## config.mk

```make
export PLATFORM = sky130hd
export DESIGN_NAME = cpd_mul
export DESIGN_NICKNAME = d
export VERILOG_FILES = /design/src/sv/cpd_pkg.sv /design/src/sv/cpd_mul.sv
export SDC_FILE = /design/constraint.sdc
export NUM_CORES = 2
export LEC_CHECK = 0
export ABC_AREA = 1
export BUFFER_PORTS_ARGS = -buffer_cell sky130_fd_sc_hd__buf_2
export CAP_MARGIN = 10
export CORE_MARGIN = 10
export CORE_UTILIZATION = 52
export DETAILED_ROUTE_END_ITERATION = 6
export GPL_TIMING_DRIVEN = 0
export HOLD_SLACK_MARGIN = 0.12
export PLACE_DENSITY = 0.71
export SLEW_MARGIN = 20
export SYNTH_ARGS = -nofsm -noshare
export SYNTH_HDL_FRONTEND = slang
export SYNTH_SLANG_ARGS = --single-unit
```

## constraint.sdc

```tcl
create_clock -name clk_i -period 15.8 [get_ports clk_i]
set_input_delay 4.74 -clock clk_i [delete_from_list [all_inputs] [get_ports clk_i]]
set_output_delay 4.74 -clock clk_i [all_outputs]
set_load 0.01 [all_outputs]
```

## src/sv/cpd_pkg.sv

```systemverilog
`default_nettype none
package cpd_pkg;

  localparam int COORD_BITS = 32;
  localparam int FRAC_BITS  = 16;
  localparam int LEN_SHIFT  = 2 * FRAC_BITS;
  localparam int DW         = COORD_BITS + 1;
  localparam int PW         = 2 * DW;
  localparam int SW         = PW + 1;
  localparam int SQ_AW      = 2 * ((SW + LEN_SHIFT + 1) / 2);
  localparam int RTW        = SQ_AW / 2;
  localparam int NUMW       = SW + FRAC_BITS;
  localparam int QW         = COORD_BITS + 1;

  typedef enum logic [1:0] {
    OP_WRITE    = 2'd0,
    OP_QUERY    = 2'd1,
    OP_VALIDATE = 2'd2,
    OP_NONE     = 2'd3
  } op_e;

  typedef enum logic [1:0] {
    REG_INSIDE = 2'd0,
    REG_NEXT   = 2'd1,
    REG_PREV   = 2'd2,
    REG_VERTEX = 2'd3
  } region_e;

  typedef enum logic [4:0] {
    S_IDLE,
    S_NRD,
    S_NM1,
    S_NM2,
    S_NM3,
    S_LDA,
    S_LDB,
    S_LDC,
    S_LDP,
    S_MUL,
    S_EVAL,
    S_SQW,
    S_DIVW,
    S_VSQW,
    S_FIN
  } state_e;

  typedef struct packed {
    logic [1:0]         operation;
    logic [3:0]         vertex_index;
    logic signed [31:0] coord_x;
    logic signed [31:0] coord_y;
  } req_t;

  typedef struct packed {
    logic signed [31:0] distance;
    logic [1:0]         region;
    logic               polygon_ok;
    logic               saturated;
  } rsp_t;

endpackage
`default_nettype wire

```

## src/sv/cpd_mul.sv

```systemverilog
`default_nettype none
module cpd_mul (
  input  wire logic                       clk_i,
  input  wire logic signed [cpd_pkg::DW-1:0] a_i,
  input  wire logic signed [cpd_pkg::DW-1:0] b_i,
  output logic signed [cpd_pkg::PW-1:0]      p_o
);
  import cpd_pkg::*;

  always_ff @(posedge clk_i) begin
    p_o <= a_i * b_i;
  end

endmodule
`default_nettype wire

```

==> flow_summary.rst <==
.. list-table::
   :header-rows: 1

   * - Metric
     - Value
   * - Biggest regs
     - p_o x66
   * - Starting Density
     - 52.5%
   * - Total DRC errors in the routed layout
     - 0
   * - Detailed-placement wirelength estimate
     - 144000 µm
   * - Status
     - complete, no violations
   * - Number of I/O pins
     - ~130
   * - Endpoints failing hold
     - 0
   * - Hold buffers post-CTS
     - 0
   * - Number of buffers inserted during clock tree synthesis
     - 9
   * - Worst EP required
     - 16.02 ns
   * - Average instance area after synthesis
     - 7.79 µm²
   * - Sinks on Clock Net
     - between 60 and 70
   * - Detailed-routed wire length on met3
     - 19500 µm
   * - H-tree levels
     - 3
   * - Endpoint class of the critical path
     - flop
   * - Post-cts sizing count
     - 0
   * - Count of buffers inserted at the top-level ports
     - 67
   * - TritonCTS clock tree
     - done
   * - # rows
     - approximately 110
   * - Global-route congestion overflow total
     - 0
   * - Wire per inst
     - between 20 and 30 µm
   * - Gate count after technology mapping
     - 5543
   * - Final period demand of the worst path
     - 13.29 ns
   * - CP Launch Type
     - primary input
   * - Number of warning messages in the yosys log
     - 0
   * - Max frequency
     - 75.2 MHz
   * - Die footprint
     - 0.0950 mm²
   * - Core area
     - 0.0822 mm²
   * - Total Neg Setup Slack
     - 0 ns
   * - Number of optimization iterations in the first detailed-route pass
     - 5
   * - Post-synth net total
     - between 6k and 7k
   * - Clk slew on worst S/H paths
     - 0.06 ns
   * - Slew margin rel.
     - 10.5%
   * - Commonest cells after routing, fill and taps aside
     - sky130_fd_sc_hd__inv_1, sky130_fd_sc_hd__nand2_1, sky130_fd_sc_hd__fa_1
   * - Instance area at placement
     - 0.0449 mm²
   * - Number of buffers inserted by post-CTS setup repair
     - 0
   * - Number of antenna violations at the first check in global routing
     - 7
   * - Uppermost layer routed
     - met5
   * - Most common cell after layout, fill and taps aside
     - sky130_fd_sc_hd__inv_1
   * - Worst-case clock buffer depth
     - 2
   * - CP Max Fanout
     - 10
   * - Total standard cell area after synthesis
     - 0.0432 mm²
   * - Post-route cell area
     - 0.0452 mm²
   * - Number of placed cells counting well taps
     - 6682
   * - Distinct cells, synth
     - 35
   * - Unrepaired setup endpoints after global routing
     - false
   * - Slew @ Worst Pin
     - 1.34 ns
   * - WP data arrival
     - 13.51 ns
   * - Area growth, synth to finish
     - 4.73%
   * - Via/cell ratio
     - 5.39
   * - Kind of critical path
     - in2reg
   * - Share of synthesized area occupied by flip-flops and latches
     - 3.06%
   * - Post-detailed-route count of antenna-violating nets
     - 0
   * - Routed wire length on met2
     - 76200 µm
   * - Horizontal die dimension
     - 308 µm
   * - Class of the tightest hold or removal check
     - in2reg
   * - Number of violations reported at the end of detailed-routing iteration 0
     - approximately 3.7k
   * - Smallest hold slack
     - 4.88 ns
   * - Share of post-route cells with drive strength above 1
     - ~3%
   * - WL final
     - 172000 µm
   * - Number of nets at the end of the flow
     - about 7.1k
   * - Largest net degree at the start of global routing
     - 28
   * - Top reg by flops
     - p_o
   * - Buffer type at the clock tree root
     - sky130_fd_sc_hd__clkbuf_16
   * - Max-slew violation count
     - 0
   * - Largest register FFs
     - 66
   * - Flip-flop and latch count after synthesis
     - 66
   * - Wire length of the first global-routing pass
     - about 250000 µm
   * - Die height
     - 308 µm
   * - Filler-free cell count of the finished design
     - 6703
   * - Metal-1 WL
     - 61500 µm
   * - Count of max-cap constraint violations
     - 0
   * - Setup violation total in the final timing report
     - 0
   * - GPL Wtd Cong
     - 1.05
   * - GRT Overall Usage
     - 37.0%
   * - Number of vias after detailed routing
     - 36.2k
   * - Number of global-route vias before repair
     - 38.0k
   * - Period utilization
     - 84.1%
==> cell usage after synthesis (all sizes together) <==
| cell type | number | area share, % |
|---|---|---|
| a21boi | 1 | 0.017 |
| a21o | 2 | 0.035 |
| a21oi | 65 | 0.79 |
| and2 | 3 | 0.043 |
| buf | 1 | 0.0087 |
| clkbuf | 262 | 2.3 |
| dfxtp | 66 | 3.1 |
| fa | 1145 | 53 |
| ha | 217 | 6.3 |
| inv | 1895 | 16 |
| nand2 | 1534 | 13 |
| nand3 | 78 | 1.0 |
| nand3b | 3 | 0.052 |
| nand4 | 19 | 0.28 |
| nor2 | 154 | 1.5 |
| nor3 | 8 | 0.10 |
| nor4 | 5 | 0.087 |
| o21a | 1 | 0.017 |
| o21ai | 23 | 0.28 |
| o21bai | 14 | 0.24 |
| or2 | 6 | 0.087 |
| xnor2 | 4 | 0.081 |
| xor2 | 37 | 0.75 |
==> worst paths after layout <==
path / from / end / depth (start not counted)
min: a_i[0] / p_o[0] / 3
max: b_i[14] / p_o[57] / 22
==> through the flow <==
stage / worst slack [ns] / util [%]
after floorplan: 4.30 / -
after global placement: 1.95 / 54.5
after detailed placement: 2.47 / 54.6
after CTS: 2.81 / 55.0
after global routing: 2.28 / 55.0
final: 2.51 / 55.0
==> routing by layer <==
layer	global-route usage [%]	vias up
li1	-	15200
met1	45.5	18100
met2	57.5	2255
met3	8.73	597
met4	25.1	2
met5	0	-
==> area by class of cell <==
cell class | count | area [µm²]
fill | 8098 | 37000
multi-input combinational | 3319 | 33800
inverter | 1895 | 7110
tap | 1070 | 1340
sequential | 66 | 1320
buffer | 263 | 1010
timing repair buffer | 69 | 362
clock buffer | 9 | 225
clock inverter | 7 | 77.6
antenna | 5 | 12.5
==> logic make-up (layout without fill, tap and decap cells) <==
family / count (synthesis) / in the layout / share of synthesized area (%)
simple gates: 1810 / 1810 / 16.6
fa+ha+maj: 1362 / 1362 / 59.4
flops: 66 / 66 / 3.06
buf+inv: 2158 / 2243 / 18.8
other cells: 0 / 5 / 0
compound gates: 106 / 106 / 1.38
xor+xnor: 41 / 41 / 0.832
==> worst max-delay path, stage by stage <==
cell	delay, ns
sky130_fd_sc_hd__clkbuf_1	0.66
sky130_fd_sc_hd__clkbuf_1	0.95
sky130_fd_sc_hd__nand2_1	0.18
sky130_fd_sc_hd__fa_1	0.56
sky130_fd_sc_hd__fa_1	0.91
sky130_fd_sc_hd__fa_1	0.55
sky130_fd_sc_hd__inv_1	0.44
sky130_fd_sc_hd__fa_1	0.54
sky130_fd_sc_hd__fa_1	0.56
sky130_fd_sc_hd__fa_1	0.44
sky130_fd_sc_hd__fa_1	0.50
sky130_fd_sc_hd__inv_1	0.05
sky130_fd_sc_hd__fa_1	0.47
sky130_fd_sc_hd__inv_1	0.04
sky130_fd_sc_hd__ha_1	0.42
sky130_fd_sc_hd__nand2_1	0.15
sky130_fd_sc_hd__nor2_1	0.19
sky130_fd_sc_hd__nand3_1	0.26
sky130_fd_sc_hd__nor2_1	0.29
sky130_fd_sc_hd__o21ai_0	0.31
sky130_fd_sc_hd__nand4_1	0.19
sky130_fd_sc_hd__nand2_1	0.09
Power is not shown: default switching activity piles up to over one toggle a cycle in this logic, so the estimate is an artifact.
