### src/sv/cpd_pkg.sv
`default_nettype none
package cpd_pkg;

  localparam int COORD_BITS = 32;
  localparam int FRAC_BITS  = 16;
  localparam int LEN_SHIFT  = 2 * FRAC_BITS;
  localparam int DW         = COORD_BITS + 1;
  localparam int PW         = 2 * DW;
  localparam int SW         = PW + 1;
  localparam int SQ_AW      = 2 * ((SW + LEN_SHIFT + 1) / 2);
  localparam int RTW        = SQ_AW / 2;
  localparam int NUMW       = SW + FRAC_BITS;
  localparam int QW         = COORD_BITS + 1;

  typedef enum logic [1:0] {
    OP_WRITE    = 2'd0,
    OP_QUERY    = 2'd1,
    OP_VALIDATE = 2'd2,
    OP_NONE     = 2'd3
  } op_e;

  typedef enum logic [1:0] {
    REG_INSIDE = 2'd0,
    REG_NEXT   = 2'd1,
    REG_PREV   = 2'd2,
    REG_VERTEX = 2'd3
  } region_e;

  typedef enum logic [4:0] {
    S_IDLE,
    S_NRD,
    S_NM1,
    S_NM2,
    S_NM3,
    S_LDA,
    S_LDB,
    S_LDC,
    S_LDP,
    S_MUL,
    S_EVAL,
    S_SQW,
    S_DIVW,
    S_VSQW,
    S_FIN
  } state_e;

  typedef struct packed {
    logic [1:0]         operation;
    logic [3:0]         vertex_index;
    logic signed [31:0] coord_x;
    logic signed [31:0] coord_y;
  } req_t;

  typedef struct packed {
    logic signed [31:0] distance;
    logic [1:0]         region;
    logic               polygon_ok;
    logic               saturated;
  } rsp_t;

endpackage
`default_nettype wire

### src/sv/cpd_sqrt.sv
`default_nettype none
module cpd_sqrt (
  input  wire logic                         clk_i,
  input  wire logic                         rst_ni,
  input  wire logic                         start_i,
  input  wire logic [cpd_pkg::SQ_AW-1:0]    arg_i,
  output logic                              done_o,
  output logic [cpd_pkg::RTW-1:0]           root_o
);
  import cpd_pkg::*;

  localparam int CNTW = $clog2(RTW);

  logic              busy_q, busy_d, done_q, done_d;
  logic [CNTW-1:0]   cnt_q, cnt_d;
  logic [SQ_AW-1:0]  rad_q, rad_d;
  logic [RTW+1:0]    rem_q, rem_d;
  logic [RTW-1:0]    root_q, root_d;
  logic [RTW+2:0]    rem2, trial;

  always_comb begin
    busy_d = busy_q;
    done_d = 1'b0;
    cnt_d  = cnt_q;
    rad_d  = rad_q;
    rem_d  = rem_q;
    root_d = root_q;
    rem2   = {rem_q[RTW:0], rad_q[SQ_AW-1 -: 2]};
    trial  = {1'b0, root_q, 2'b01};
    if (start_i) begin
      busy_d = 1'b1;
      cnt_d  = '0;
      rad_d  = arg_i;
      rem_d  = '0;
      root_d = '0;
    end else if (busy_q) begin
      rad_d = {rad_q[SQ_AW-3:0], 2'b00};
      if (rem2 >= trial) begin
        rem_d  = RTW'(0) + (RTW+2)'(rem2 - trial);
        root_d = {root_q[RTW-2:0], 1'b1};
      end else begin
        rem_d  = (RTW+2)'(rem2);
        root_d = {root_q[RTW-2:0], 1'b0};
      end
      cnt_d = cnt_q + CNTW'(1);
      if (cnt_q == CNTW'(RTW - 1)) begin
        busy_d = 1'b0;
        done_d = 1'b1;
      end
    end
  end

  always_ff @(posedge clk_i or negedge rst_ni) begin
    if (!rst_ni) begin
      busy_q <= 1'b0;
      done_q <= 1'b0;
    end else begin
      busy_q <= busy_d;
      done_q <= done_d;
    end
  end

  always_ff @(posedge clk_i) begin
    cnt_q  <= cnt_d;
    rad_q  <= rad_d;
    rem_q  <= rem_d;
    root_q <= root_d;
  end

  assign done_o = done_q;
  assign root_o = root_q;

endmodule
`default_nettype wire

### config.mk
export PLATFORM = sky130hd
export DESIGN_NAME = cpd_sqrt
export DESIGN_NICKNAME = d
export VERILOG_FILES = /design/src/sv/cpd_pkg.sv /design/src/sv/cpd_sqrt.sv
export SDC_FILE = /design/constraint.sdc
export NUM_CORES = 1
export LEC_CHECK = 0
export ABC_AREA = 1
export BUFFER_PORTS_ARGS = -buffer_cell sky130_fd_sc_hd__buf_4
export CAP_MARGIN = 0
export CORE_UTILIZATION = 49
export CTS_BUF_LIST = sky130_fd_sc_hd__clkbuf_16
export DETAILED_ROUTE_END_ITERATION = 8
export GPL_TIMING_DRIVEN = 0
export PLACE_DENSITY = 0.69
export RECOVER_POWER = 100
export SYNTH_ARGS = -nofsm -noshare
export SYNTH_HDL_FRONTEND = slang
export SYNTH_SLANG_ARGS = --single-unit
### constraint.sdc
create_clock -name clk_i -period 9.8 [get_ports clk_i]
set_clock_uncertainty 0.1 [all_clocks]
set_input_delay 1.96 -clock clk_i [delete_from_list [all_inputs] [get_ports clk_i]]
set_output_delay 1.96 -clock clk_i [all_outputs]
set_load 0.01 [all_outputs]
==> run metrics, run 1 <==
n_diodes=0; initial antenna violation count=0; Worst Path Required=approximately 9.9 ns; setup ws final=4.15 ns; Detailed Route WL=a little under 40000 µm; routed len/inst=about 17 µm; Core Area=25300 µm²; Placed Cells=2322; I/O pin count=154; Pwr Total=4690 µW; Max Freq=177 MHz; relative slew slack=-0.240; max cap viols=1; Num Clock Sinks=between 200 and 250; Seq/Total Area, Yosys=0.411; critical path peak fanout=35; Mapped Avg Cell Area=around 6.9 µm²; Worst Setup End Kind=register; ys async rst share=0.00957; Clk Latency, worst-skew pair=between 0.5 and 0.6 ns; failing checks=max-capacitance violations, max-slew violations; final non-filler cell total=around 2400; area taken by multi-input logic gates=6130 µm²; Clk pwr share=0.185; largest net degree at the start of global routing=36; DIE WIDTH=163 µm; Final Cycle Share=0.576; sw power=between 2000 and 2500 µW; synth top area cells=edfxtp_1 (24%), nand2_1 (23%), dfxtp_1 (17%), inv_1 (7.5%), ha_1 (5.3%); number of synthesized flops with an enable pin=100; number of setup buffers added after CTS=0; detailed-route via count=12100; Layout Nets=approximately 2200; largest area contributor in the netlist=edfxtp_1; num rows=58; post-synth top area share=0.238; Worst Tran Pin Value=approximately 1.9 ns; startpoint types=input pin; clk root buf=clkbuf_16; Post-DP HPWL=a little over 30000 µm; TritonCTS Buffers=24; post-synthesis cell count=1837; Lkg Pwr=0.00758 µW; number of global-route vias before repair=11700; #FFs+latches synth=209; DR pass1 iterations=5; final core utilization=0.583; DRT antenna net count=0; Post-CTS Hold Fix Bufs=0; Yosys cell types=41; worst vdd ir=183 µV; H-Tree Depth=1; Sw Ratio=0.483; Worst Hold Depth=2; # DRC=0; fill count=2513; first-pass GRT wire length=~61000 µm; outcome=finished, violations left; Register Area=between 5000 and 6000 µm²; share of layout cells above drive strength 1=0.0830; Area Overhead vs Synth=16.6%; clock buffer depth=3; drt via density=5.12; setup TNS=0 ns; pwr dens=318 nW/µm²; Hold Crit Class=register to register; Iter 0 DRT Violations=840; Final GP Congestion=between 0.9 and 1; R2R setup slack=5.73 ns; Port Buffers=roughly 150; main flop type after synthesis=dfxtp_1; Final Hold Vio Count=0; total gr overflow=0; Flop pwr share=0.242; syn_nets=1994; Post-CTS Resized=0; fin crit period=5.65 ns; Synthesis Warnings=0; Total GRT Usage=0.299; critical path arrival=5.79 ns; RSZ-0062 raised after global routing=no; combinational group share of total power=0.573; die area=26400 µm²; initial core utilization=0.501; CTS tree=built; Slew Limit Fails=34; die height=163 µm; cell count of the worst reg-to-reg path=6; Post-Place Setup Slack=5.16 ns; final setup violation count=0; Crit Path Class=input pin to register; clock-pin slew on the worst setup and hold paths=0.06 ns; Syn Std Cell Area=12600 µm²; Int Power=2430 µW
==> worst paths after layout <==
check / start / end
hold / removal: rem_q[49] / rem_q[49]
setup reg to reg: busy_q / rad_q[19]
min in group asynchronous: rst_ni / done_o
setup / recovery: start_i / rad_q[19]
max in group asynchronous: rst_ni / busy_q
hold reg to reg: rem_q[49] / rem_q[49]
==> routing by layer <==
metal  vias to the layer above  GRT usage  wire (µm)
met4                         0      0.112       1540
met1                      5503      0.380      16800
met2                       347      0.509      18400
met3                        79     0.0479       2380
met5                         -          0          0
li1                       6180          -          -
==> cells by family after synthesis <==
logic type / count (synthesis) / share of synthesized area
buffers and inverters: 323 / 0.0995
adder cells (fa/ha/maj): 54 / 0.0534
flip-flops: 209 / 0.411
XOR/XNOR: 25 / 0.0173
AO/OA/AOI/OAI: 160 / 0.0758
AND/OR/NAND/NOR: 1066 / 0.343
==> Yosys cell counts, types with 26 or more instances <==
| master | count |
|---|---|
| o22ai_1 | 50 |
| nor2_1 | 119 |
| ha_1 | 54 |
| dfxtp_1 | 107 |
| nand4_1 | 26 |
| inv_1 | 252 |
| clkbuf_1 | 39 |
| edfxtp_1 | 100 |
| o21ai_0 | 27 |
| nand3_1 | 106 |
| a21oi_1 | 53 |
| nand2_1 | 777 |
==> sequential cells by signal, indices dropped and copies added, names as in the netlist <==
register  count
rad_q       100
root_o       50
busy_q        1
done_o        1
rem_q        51
cnt_q         6
==> power groups by stage <==
stage | clock [µW] | sequential (µW) | combinational, µW
3_3_place_gp | 0 | 1150 | 2680
6_report | 869 | 1130 | 2690
4_1_cts | 883 | 1130 | 2710
3_5_place_dp | 0 | 1150 | 2690
5_1_grt | 915 | 1150 | 3000
2_1_floorplan | 0 | 1120 | 1940
==> worst max-delay path, cell delays in order <==
cell	delay (ns)
clkbuf_1	0.42
nor2_1	0.31
inv_1	0.53
clkbuf_1	0.57
clkbuf_1	1.40
buf_12	0.32
buf_12	0.22
==> per-stage QoR <==
stage / area [µm²] / hold WS (ns)
after floorplan: 12600 / 0.330
after global placement: 14200 / 0.344
after detailed placement: 14300 / 0.360
after CTS: 15000 / 0.372
after global routing: 14700 / 0.389
final: 14700 / 0.368
==> layout make-up <==
| type | count | share of cell area |
|---|---|---|
| multi-input combinational | 1305 | 0.416 |
| tap | 330 | 0.0280 |
| buffer | 56 | 0.0167 |
| inverter | 267 | 0.0680 |
| sequential | 209 | 0.353 |
| timing repair buffer | 155 | 0.0672 |
| clock buffer | 24 | 0.0408 |
| clock inverter | 19 | 0.0108 |
==> cells in the final DEF, fill, tap and decap left out, types with 2 or more instances in the layout <==
| cell | count |
|---|---|
| nand2_1 | 779 |
| inv_1 | 264 |
| nor2_1 | 120 |
| dfxtp_1 | 107 |
| nand3_1 | 106 |
| buf_4 | 101 |
| edfxtp_1 | 100 |
| clkbuf_1 | 99 |
| ha_1 | 54 |
| a21oi_1 | 53 |
| o22ai_1 | 50 |
| o21ai_0 | 32 |
| nand4_1 | 26 |
| clkbuf_16 | 24 |
| xnor2_1 | 19 |
| or2_1 | 12 |
| inv_2 | 10 |
| o21bai_1 | 10 |
| o211ai_1 | 8 |
| nor2_2 | 7 |
| nor3_1 | 6 |
| xor2_1 | 6 |
| buf_2 | 5 |
| clkinv_1 | 4 |
| clkinv_2 | 4 |
| nand2_2 | 3 |
| nand3b_1 | 3 |
| a21oi_2 | 2 |
| buf_6 | 2 |
| a31oi_1 | 2 |
| dfrtp_1 | 2 |
| bufinv_16 | 2 |
| buf_12 | 2 |
Note: power is estimated with default switching activity, not from simulation.
==> inputs of run 2 (changes only) <==
Clock period 9.8 ns to 5.4 ns, I/O delays scaled along.
==> run 2 against run 1 <==
Clock power increased by 82%. The flow now finishes without violations. Wire length barely moved. Utilization about the same. Hold slack lost 0.14 ns. Critical path type is now register to register.
==> run metrics, run 2 (synthesis results as in run 1) <==
slowest CP cell=clkbuf_1; Reg with most FFs=rad_q; critical path peak fanout=10; pwr dens=576 nW/µm²; most used cell, CP=nand2_1; Layout Nets=2175; Worst Tran Pin Value=0.912 ns; Final GP Congestion=0.993; max reg flops=100; Final Cycle Share=0.755; initial core utilization=0.501; DR pass1 iterations=5; Post-DP HPWL=30900 µm; first-pass GRT wire length=60700 µm; number of global-route vias before repair=11700; commonest non-fill, non-tap cell in the layout=nand2_1; largest net degree at the start of global routing=36; DRT antenna net count=0; Max Freq=roughly 250 MHz; final setup violation count=0; H-Tree Depth=1; number of setup buffers added after CTS=0; fill count=2511; GR Util met2=0.509; worst-path cell chain=ha_1, nand2_1, nor2_1, nand2_1, nor2_1, nand2_1, nor2_1, nor2_1, nand2_1, nor2_1, nand2_1, clkbuf_1, clkbuf_1, nand3_1, nand2_1, nand2_1; Num Clock Sinks=209; startpoint types=register; Crit Path Class=register to register; Iter 0 DRT Violations=853; Post-CTS Resized=0; total gr overflow=0; I/O pin count=154; initial antenna violation count=0; final hold slack=0.228 ns; Final Hold Vio Count=0; max cap viols=0; Worst Setup End Kind=register; drt via density=between 5 and 6; detailed-route via count=12100; Area Overhead vs Synth=16.6%; Core Area=25300 µm²; Post-CTS Hold Fix Bufs=0; DIE WIDTH=~160 µm; Hold Crit Class=input pin to asynchronous set/reset pin; WP buf/inv=2; M3 GR Usage=0.0479; share of layout cells above drive strength 1=0.0830; RSZ-0062 raised after global routing=no; CTS tree=built; relative slew slack=0.392; # DRC=0; Detailed Route WL=39200 µm; outcome=finished, final reports clean; Total GRT Usage=0.299; clock-pin slew on the worst setup and hold paths=0.07 ns; met1 Use GR=0.380; Worst Path Required=5.73 ns; critical path arrival=4.41 ns; fin crit period=4.08 ns; clock buffer depth=3; Most Crowded Layer GR=met2; Pwr Total=8490 µW; Port Buffers=between 150 and 200; Slew Limit Fails=0; TritonCTS Buffers=24; highest-count cells in the layout ignoring fill and taps=nand2_1 (779), inv_1 (265), nor2_1 (120), dfxtp_1 (107), nand3_1 (106); Critical Path Max Stage Delay=roughly 0.72 ns; CP top delay family=simple AND/OR/NAND/NOR gates; routed len/inst=16.6 µm; die area=between 20000 and 30000 µm²; num rows=58; final core utilization=0.584; Clk Latency, worst-skew pair=between 0.5 and 0.6 ns; Lkg Pwr=about 0.0076 µW; clk root buf=clkbuf_16; die height=163 µm; worst vdd ir=332 µV; n_diodes=0
[run 2: cell count changes in the layout (fill, tap and decap cells not counted)]
cell,delta
o211ai_1,-2
o211ai_2,+2
buf_4,-1
buf_8,-1
buf_6,-1
o21ai_1,+2
clkbuf_1,+1
inv_1,+1
inv_2,-1
o21ai_0,-2
buf_12,+1
buf_2,+1
[run 2: path summary, 6_finish.rpt]
check	endpoint	startpoint	slack [ns]	cells past startpoint
min in group clk_i	rem_q[49]	rem_q[49]	0.37	2
worst max-delay path	rem_q[49]	rem_q[35]	1.32	16
max in group asynchronous	busy_q	rst_ni	4.84	1
worst min-delay path	done_o	rst_ni	0.23	1
worst max register to register	rem_q[49]	rem_q[35]	1.32	16
worst min register to register	rem_q[49]	rem_q[49]	0.37	2
[run 2: layout make-up]
cell class	instances	area [µm²]	area share
clock buffers	24	601	0.0407
flip-flops and latches	209	5190	0.352
inverters	267	1000	0.0680
well taps	330	413	0.0280
plain buffers	56	225	0.0153
clock inverters	19	159	0.0108
multi-input cells	1305	6140	0.416
repair buffers	155	1010	0.0683
[run 2: per-layer routing]
layer	wire length, µm	share of wire
met5	0	0
met2	18400	0.47
met3	2400	0.061
met1	16900	0.43
met4	1510	0.039
[run 2: power breakdown]
group	switching, µW	internal [µW]
Clock	674	905
Sequential	155	1900
Combinational	3290	1570
Total	4120	4380
[run 2: per-stage QoR]
stage | TNS [ns] | cell area (µm²) | setup WS, ns | std cells
after floorplan | 0 | 12600 | 0.298 | 1837
after global placement | -161.82 | 14200 | -1.50 | 2319
after detailed placement | 0 | 14300 | 1.64 | 2322
after CTS | 0 | 15000 | 2.22 | 2365
after global routing | 0 | 14700 | 1.12 | 2365
final | 0 | 14700 | 1.32 | 2365
