$ cat config.mk
export PLATFORM = sky130hd
export DESIGN_NAME = cpd_div
export DESIGN_NICKNAME = d
export VERILOG_FILES = /design/src/sv/cpd_pkg.sv /design/src/sv/cpd_div.sv
export SDC_FILE = /design/constraint.sdc
export NUM_CORES = 1
export LEC_CHECK = 0
export ABC_AREA = 0
export BUFFER_PORTS_ARGS = -buffer_cell sky130_fd_sc_hd__buf_4
export CAP_MARGIN = 30
export CORE_MARGIN = 2
export CORE_UTILIZATION = 48
export DETAILED_ROUTE_END_ITERATION = 10
export GPL_ROUTABILITY_DRIVEN = 1
export GPL_TIMING_DRIVEN = 0
export PLACE_DENSITY = 0.69
export SETUP_SLACK_MARGIN = 0.3
export SLEW_MARGIN = 10
export SYNTH_ARGS = -nofsm -noshare
export SYNTH_HDL_FRONTEND = slang
export SYNTH_SLANG_ARGS = --single-unit
$ cat constraint.sdc
create_clock -name clk_i -period 8.4 [get_ports clk_i]
set_input_delay 0.42 -clock clk_i [delete_from_list [all_inputs] [get_ports clk_i]]
set_output_delay 0.42 -clock clk_i [all_outputs]
set_load 0.01 [all_outputs]
$ cat src/sv/cpd_pkg.sv
`default_nettype none
package cpd_pkg;

  localparam int COORD_BITS = 32;
  localparam int FRAC_BITS  = 16;
  localparam int LEN_SHIFT  = 2 * FRAC_BITS;
  localparam int DW         = COORD_BITS + 1;
  localparam int PW         = 2 * DW;
  localparam int SW         = PW + 1;
  localparam int SQ_AW      = 2 * ((SW + LEN_SHIFT + 1) / 2);
  localparam int RTW        = SQ_AW / 2;
  localparam int NUMW       = SW + FRAC_BITS;
  localparam int QW         = COORD_BITS + 1;

  typedef enum logic [1:0] {
    OP_WRITE    = 2'd0,
    OP_QUERY    = 2'd1,
    OP_VALIDATE = 2'd2,
    OP_NONE     = 2'd3
  } op_e;

  typedef enum logic [1:0] {
    REG_INSIDE = 2'd0,
    REG_NEXT   = 2'd1,
    REG_PREV   = 2'd2,
    REG_VERTEX = 2'd3
  } region_e;

  typedef enum logic [4:0] {
    S_IDLE,
    S_NRD,
    S_NM1,
    S_NM2,
    S_NM3,
    S_LDA,
    S_LDB,
    S_LDC,
    S_LDP,
    S_MUL,
    S_EVAL,
    S_SQW,
    S_DIVW,
    S_VSQW,
    S_FIN
  } state_e;

  typedef struct packed {
    logic [1:0]         operation;
    logic [3:0]         vertex_index;
    logic signed [31:0] coord_x;
    logic signed [31:0] coord_y;
  } req_t;

  typedef struct packed {
    logic signed [31:0] distance;
    logic [1:0]         region;
    logic               polygon_ok;
    logic               saturated;
  } rsp_t;

endpackage
`default_nettype wire

$ cat src/sv/cpd_div.sv
`default_nettype none
module cpd_div (
  input  wire logic                      clk_i,
  input  wire logic                      rst_ni,
  input  wire logic                      start_i,
  input  wire logic [cpd_pkg::NUMW-1:0]  num_i,
  input  wire logic [cpd_pkg::RTW-1:0]   den_i,
  output logic                           done_o,
  output logic [cpd_pkg::QW-1:0]         quot_o
);
  import cpd_pkg::*;

  localparam int CNTW = $clog2(NUMW);

  logic             busy_q, busy_d, done_q, done_d;
  logic [CNTW-1:0]  cnt_q, cnt_d;
  logic [NUMW-1:0]  nq_q, nq_d;
  logic [RTW:0]     rem_q, rem_d;
  logic [RTW-1:0]   den_q, den_d;
  logic [RTW:0]     rem2;

  always_comb begin
    busy_d = busy_q;
    done_d = 1'b0;
    cnt_d  = cnt_q;
    nq_d   = nq_q;
    rem_d  = rem_q;
    den_d  = den_q;
    rem2   = {rem_q[RTW-1:0], nq_q[NUMW-1]};
    if (start_i) begin
      busy_d = 1'b1;
      cnt_d  = '0;
      nq_d   = num_i;
      rem_d  = '0;
      den_d  = den_i;
    end else if (busy_q) begin
      if (rem2 >= {1'b0, den_q}) begin
        rem_d = rem2 - {1'b0, den_q};
        nq_d  = {nq_q[NUMW-2:0], 1'b1};
      end else begin
        rem_d = rem2;
        nq_d  = {nq_q[NUMW-2:0], 1'b0};
      end
      cnt_d = cnt_q + CNTW'(1);
      if (cnt_q == CNTW'(NUMW - 1)) begin
        busy_d = 1'b0;
        done_d = 1'b1;
      end
    end
  end

  always_ff @(posedge clk_i or negedge rst_ni) begin
    if (!rst_ni) begin
      busy_q <= 1'b0;
      done_q <= 1'b0;
    end else begin
      busy_q <= busy_d;
      done_q <= done_d;
    end
  end

  always_ff @(posedge clk_i) begin
    cnt_q <= cnt_d;
    nq_q  <= nq_d;
    rem_q <= rem_d;
    den_q <= den_d;
  end

  // quotients past the result range are clamped
  assign done_o = done_q;
  assign quot_o = (|nq_q[NUMW-1:QW]) ? '1 : nq_q[QW-1:0];

endmodule
`default_nettype wire

==> out/results.ini, run 1 <==
[setup_path]
critPathKind=flop to flop
path_cells=inv_1 > ha_1 > inv_1 > fa_1 > a21o_1 > a221o_1 > o221ai_2 > o221ai_2 > a221oi_1 > o21ai_1 > a221oi_1 > xor2_1 > o21ai_1
startpoint=nq_q[82]
path_buf_inv=2
r2r-start=nq_q[82]
crit_fanout=7
slowest_stage=a221oi_1
path_delay_family=compound AO/OA/AOI/OAI gates
cp.required_ns=8.74
max_stage_delay_ns=0.58
start_kind=flop
crit_arrival_ns=4.15
r2r_cells=13
rrSetupSlack_ns=4.58
end_kind=flop
r2r_end=rem_q[48]

[power_and_ir_drop]
internal_power_mw=2.22
p_per_area_nw_per_um2=262
pwr-share-seq=0.355
p_leak_nw=5.60
swShare=0.383
clkPwrFrac=0.244
ir_worst_vdd_v=0.000113
p_switching_mw=1.38
combPwrFrac=0.400

[yosys]
synthCells=1099
synth_ff_type=edfxtp_1
async_reset_ff_frac=0.0104
ys.warnings.count=0
synth_enable_flop_cells=133
synth_seq_area_share=0.457
synth_cell_type_count=77
synth_seq_cells=192
mappedNetlistArea_um2=11300
synthesis.nets=1288
avgSynthCellArea_um2=10.3

[die]
fp.dieW_um=158
initial_core_util=0.486
core_um2=23300
dieArea_um2=24900
rows=56
die_h_um=158
io_pins=170

[final_layout]
syn2layout_area_growth_pct=20.9
layout_commonest_cell=buf_4
layout-drive-gt1-share=0.271
nNetsFinal=1479
layout_common_cells=buf_4, edfxtp_1, nand2_1
num_antenna_cells=0

[timing]
rsz0062_at_grt=false
timing.final.crit_share=0.455
drv_slew=0
finalSetupTns_ns=0
period_needed_ns=3.82
relSlewSlack=0.387
worst_slew_pin_slew_ns=0.920
fmax_ghz=0.262
hold_viol=0
skew_ns=0.0250
setup_violations=0
timing.final.ws_setup_ns=4.58

[grt]
antenna_found_initial=0
grt_max_degree=55
grt-ovfl-total=0
first_global_vias=9000
grt_pass1_wl_um=46300
grt_usage=0.239

[run]
cap_viol_max_count=0

[hold_path]
min_to=den_q[6]
min_from=den_i[6]
hold_class=input pin to flop
worstHoldPathCells=1

[place]
io_buffers=169
pre_cts_slack_ns=4.63
globalplace.congestion=0.878
dp_hpwl_um=22100

[route]
wl_per_cell_um=18.0
firstDrtPassIters=5
routed_wl_um=29200
drtAntennaViolNets=0
vias=9069
post-route-drc-count=0
viasPerCell=5.59
drtIter0Drc=552

[clock_network]
cts_buffers=17
cts_root_buffer=clkbuf_16
clk_path_buf_depth=2
cts_tree=yes
clk_pin_slew_ns=0.09
cts.sinks=192
htree_levels=4
hold_buffers=1
cts_resized=0
post_cts_buffers=0
clk_latency_ns=0.45

[outcome]
outcome=finished clean

-- worst max path at each step --
stage | end | slack, ns | cells past startpoint
after floorplan | nq_q[0] | 5.23 | 4
after global placement | nq_q[10] | 3.85 | 4
after detailed placement | rem_q[48] | 4.63 | 13
after CTS | rem_q[48] | 4.61 | 13
after global routing | rem_q[48] | 4.38 | 13
final | rem_q[48] | 4.58 | 13
-- worst reg2reg max path, stage by stage, from the launching register on --
cell and delay, ns:
edfxtp_1 0.41, inv_1 0.08, ha_1 0.16, inv_1 0.05
fa_1 0.41, a21o_1 0.23, a221o_1 0.31, o221ai_2 0.37
o221ai_2 0.23, a221oi_1 0.58, o21ai_1 0.20, a221oi_1 0.39
xor2_1 0.21, o21ai_1 0.09
-- synth_stat cells, types with 10 or more instances --
cell type    n  area, um^2
o21ai_0     31         155
nor2_1      85         319
clkbuf_1    36         135
inv_1       71         267
nand2_2     10        62.6
a311oi_2    25         375
nand4_1     16         100
mux2_2      85         957
ha_1        52         651
a311oi_1    14         123
nand2b_1    38         238
xor2_1      16         140
nand3_1     15        75.1
xnor2_1     26         228
dfxtp_1     57        1140
o211ai_1    10        75.1
nor4_1      16         100
edfxtp_1   133        3990
a21oi_1     65         325
nand2_1    112         420
a21o_1      25         188
nor3_1      19        95.1
o21bai_1    11        82.6
-- layer usage --
layer | vias to the layer above | track usage | wire (um) | share of wire
met5 | - | 0 | 0 | 0
met4 | 0 | 0.0589 | 335 | 0.011
met3 | 26 | 0.0714 | 2210 | 0.076
met2 | 269 | 0.395 | 13800 | 0.47
met1 | 4337 | 0.307 | 12900 | 0.44
li1 | 4437 | - | - | -
-- sequential cells by signal (all words and copies together) (netlist names) --
register and flops:
nq_q 83, busy_q 1, rem_q 50, cnt_q 7, den_q 50, done_o 1
-- per-stage QoR --
step / hold slack (ns) / util / cell area [um^2] / total power [mW] / std cells
2_1_floorplan: 0.124 / - / 11300 / 2.35 / 1099
3_3_place_gp: 0.206 / 0.557 / 13000 / 2.70 / 1587
3_5_place_dp: 0.203 / 0.559 / 13000 / 2.72 / 1589
4_1_cts: 0.117 / 0.587 / 13700 / 3.61 / 1622
5_1_grt: 0.126 / 0.587 / 13700 / 3.82 / 1622
6_report: 0.139 / 0.587 / 13700 / 3.60 / 1622
-- kinds of logic after synthesis --
| family | Yosys count | share of synthesized area |
|---|---|---|
| and+or+nand+nor | 351 | 0.149 |
| buffers and inverters | 127 | 0.0483 |
| adders and majority gates | 53 | 0.0591 |
| AOI/OAI and AO/OA | 247 | 0.167 |
| DFF | 192 | 0.457 |
| muxes | 87 | 0.0862 |
| xor gates and xnor gates | 42 | 0.0324 |
-- cell type report --
cell class                      count  area [um^2]
Clock inverter                     15          224
Buffer                             55          278
Timing Repair Buffer              172         1310
Fill cell                        2043         9630
Sequential cell                   192         5180
Inverter                           72          270
Clock buffer                       17          425
Multi-Input combinational cell    780         5610
Tap cell                          319          399
-- power groups by stage --
stage / sequential (mW) / clock [mW] / combinational, mW
2_1_floorplan: 1.26 / 0 / 1.10
3_3_place_gp: 1.29 / 0 / 1.41
3_5_place_dp: 1.30 / 0 / 1.42
4_1_cts: 1.28 / 0.901 / 1.43
5_1_grt: 1.30 / 0.930 / 1.59
6_report: 1.28 / 0.879 / 1.44
Power figures use the tool's default switching activity.
==> run 2: changes to the inputs <==
PLACE_DENSITY = 0.72   (was 0.69)
clock period = 3.2 ns   (was 8.4 ns; I/O delays follow)
==> run 2 against run 1 <==
First-iteration DRC count up 15%; power rose to 3.2 times the previous value; critical path type unchanged; worst setup slack worse by 4.6 ns; critical endpoint is now rem_q[42]; clock skew down 0.00051 ns; via count up 9.5%; sequential share of layout area down 5.3 points; core utilization up 9.5 points; flip-flop and latch count unchanged; cell count up 8.5%.
==> out/results.ini, run 2 (synthesized netlist as in run 1, its figures left out) <==
[outcome]
outcome=finished clean  ; unchanged

[route]
drtIter0Drc=636  ; was 552
viasPerCell=5.64  ; was 5.59
firstDrtPassIters=5  ; unchanged
wl_per_cell_um=18.9  ; was 18.0 um
vias=9931  ; was 9069
drtAntennaViolNets=0  ; unchanged
routed_wl_um=33200  ; was 29200 um
post-route-drc-count=0  ; unchanged

[power_and_ir_drop]
p_per_area_nw_per_um2=720  ; was 262 nW/um^2
clkPwrFrac=0.202  ; was 0.244
p_leak_nw=6.56  ; was 5.60 nW
pwr-share-seq=0.298  ; was 0.355
combPwrFrac=0.500  ; was 0.400
internal_power_mw=7.07  ; was 2.22 mW
swShare=0.384  ; was 0.383
ir_worst_vdd_v=0.000363  ; was 0.000113 V
p_switching_mw=4.40  ; was 1.38 mW

[final_layout]
largest_reg_flops=83  ; unchanged
syn2layout_area_growth_pct=40.5  ; was 20.9%
layout_commonest_cell=buf_4  ; unchanged
layout_common_cells=buf_4, edfxtp_1, nand2_1  ; unchanged
regMostFlops=nq_q  ; unchanged
seq_area_um2=5180  ; unchanged
layout-drive-gt1-share=0.365  ; was 0.271
multi_input_area_um2=6310  ; was 5610 um^2
final_util=0.683  ; was 0.587
nNetsFinal=1616  ; was 1479
fillerInstances=1736  ; was 2043
reg_top3=nq_q (83), den_q (50), rem_q (50)  ; unchanged

[clock_network]
cts.sinks=192  ; unchanged
clk_path_buf_depth=2  ; unchanged
cts_tree=yes  ; unchanged
cts_root_buffer=clkbuf_16  ; unchanged
clk_pin_slew_ns=0.09  ; about the same
cts_buffers=17  ; unchanged
clk_latency_ns=0.45  ; about the same
htree_levels=4  ; unchanged

[hold_path]
min_to=nq_q[13]  ; was den_q[6]
worstHoldPathCells=2  ; was 1
hold_class=input pin to flop  ; unchanged
min_from=num_i[13]  ; was den_i[6]

[setup_path]
crit_arrival_ns=3.54  ; was 4.15 ns
rrSetupSlack_ns=0.01  ; was 4.58 ns
cp.required_ns=3.55  ; was 8.74 ns
end_kind=flop  ; unchanged
r2r_end=rem_q[42]  ; was rem_q[48]
critPathKind=flop to flop  ; unchanged
crit_fanout=4  ; was 7
r2r-start=nq_q[82]  ; unchanged
start_kind=flop  ; unchanged
r2r_cells=13  ; unchanged

[grt]
first_global_vias=9899  ; was 9000
grt_pass1_wl_um=50600  ; was 46300 um
grt_usage=0.260  ; was 0.239
grt_max_degree=55  ; unchanged
antenna_found_initial=1  ; was 0
grt-ovfl-total=0  ; unchanged

[die]
dieArea_um2=24900  ; unchanged
initial_core_util=0.486  ; unchanged
die_h_um=158  ; unchanged
io_pins=170  ; unchanged
core_um2=23300  ; unchanged
fp.dieW_um=158  ; unchanged
rows=56  ; unchanged

[timing]
hold_viol=0  ; unchanged
fmax_ghz=0.314  ; was 0.262 GHz
skew_ns=0.0245  ; was 0.0250 ns
worst_slew_pin_slew_ns=0.952  ; was 0.920 ns
drv_slew=0  ; unchanged
rsz0062_at_grt=true  ; was false
period_needed_ns=3.19  ; was 3.82 ns
setup_violations=0  ; unchanged
timing.final.crit_share=0.997  ; was 0.455
finalSetupTns_ns=0  ; unchanged
relSlewSlack=0.365  ; was 0.387

[run]
cap_viol_max_count=0  ; unchanged

[place]
globalplace.congestion=0.918  ; was 0.878
io_buffers=169  ; unchanged
dp_hpwl_um=22200  ; was 22100 um

-- run 2: cell types whose count changed in the layout (fill, tap and decap cells not counted), moves of 12 or more --
cell / delta
dlygate4sd3_1: +69
ha_4: +12
ha_1: -14
nand2_1: -16
nand2_4: +19
buf_4: +45
-- run 2: critical path, cell delays in order (launching register included) --
cell      delay (ns)
edfxtp_1        0.39
inv_1           0.07
ha_2            0.18
inv_2           0.04
fa_2            0.34
a21o_1          0.19
a221o_1         0.37
o221ai_4        0.27
nor3_2          0.09
or3_4           0.36
a21o_1          0.20
mux2i_1         0.13
a31o_2          0.22
a311oi_2        0.25
-- run 2: power groups by stage --
stage / Clock [mW] / Combinational, mW / Sequential [mW]
floorplan: 0 / 2.91 / 3.30
finish: 2.32 / 5.74 / 3.41
CTS: 2.34 / 4.96 / 3.38
detailed placement: 0 / 3.78 / 3.40
global placement: 0 / 3.73 / 3.40
global route: 2.44 / 6.11 / 3.46
-- run 2: what timing repair did --
| action | CTS | global route |
|---|---|---|
| pin swaps | 44 | 50 |
| setup endpoints to repair | 51 | 81 |
| resized for setup | 96 | 109 |
| buffers inserted | 41 | 22 |
| cloned | 4 | 1 |
| endpoints found under the hold margin | 66 | 5 |
| hold buffers | 65 | 5 |
-- run 2: final cells by class --
type / count / share of cell area
buffer: 55 / 0.0262
multi-input combinational: 780 / 0.396
inverter: 72 / 0.0170
timing repair buffer: 309 / 0.170
clock inverter: 15 / 0.0134
clock buffer: 17 / 0.0267
tap: 319 / 0.0251
antenna: 1 / 0.000157
sequential: 192 / 0.326
-- run 2: worst max path at each step --
stage	start	end	slack [ns]	cells past startpoint
floorplan	nq_q[82]	rem_q[42]	0.26	13
global placement	den_q[6]	nq_q[0]	-0.23	13
detailed placement	den_q[6]	nq_q[0]	-0.27	13
CTS	nq_q[82]	rem_q[36]	0.06	14
global route	nq_q[82]	rem_q[42]	-0.11	13
finish	nq_q[82]	rem_q[42]	0.01	13
-- run 2: layer usage --
layer	vias to the layer above	global-route usage	routed length, um
li1	4706	-	-
met1	4831	0.323	14200
met2	335	0.436	16000
met3	59	0.0736	2250
met4	0	0.0831	851
met5	-	0	0
-- run 2: metrics by stage --
stage	total power, mW	setup WS, ns	cell area [um^2]	hold slack, ns	cells
final	11.5	0.0105	15900	0.00636	1760
after global routing	12.0	-0.108	15900	0.000982	1760
after CTS	10.7	0.0568	15300	0.000329	1731
after detailed placement	7.18	-0.273	13100	-0.0498	1589
after global placement	7.13	-0.231	13000	-0.0500	1587
after floorplan	6.21	0.256	11400	-0.136	1099
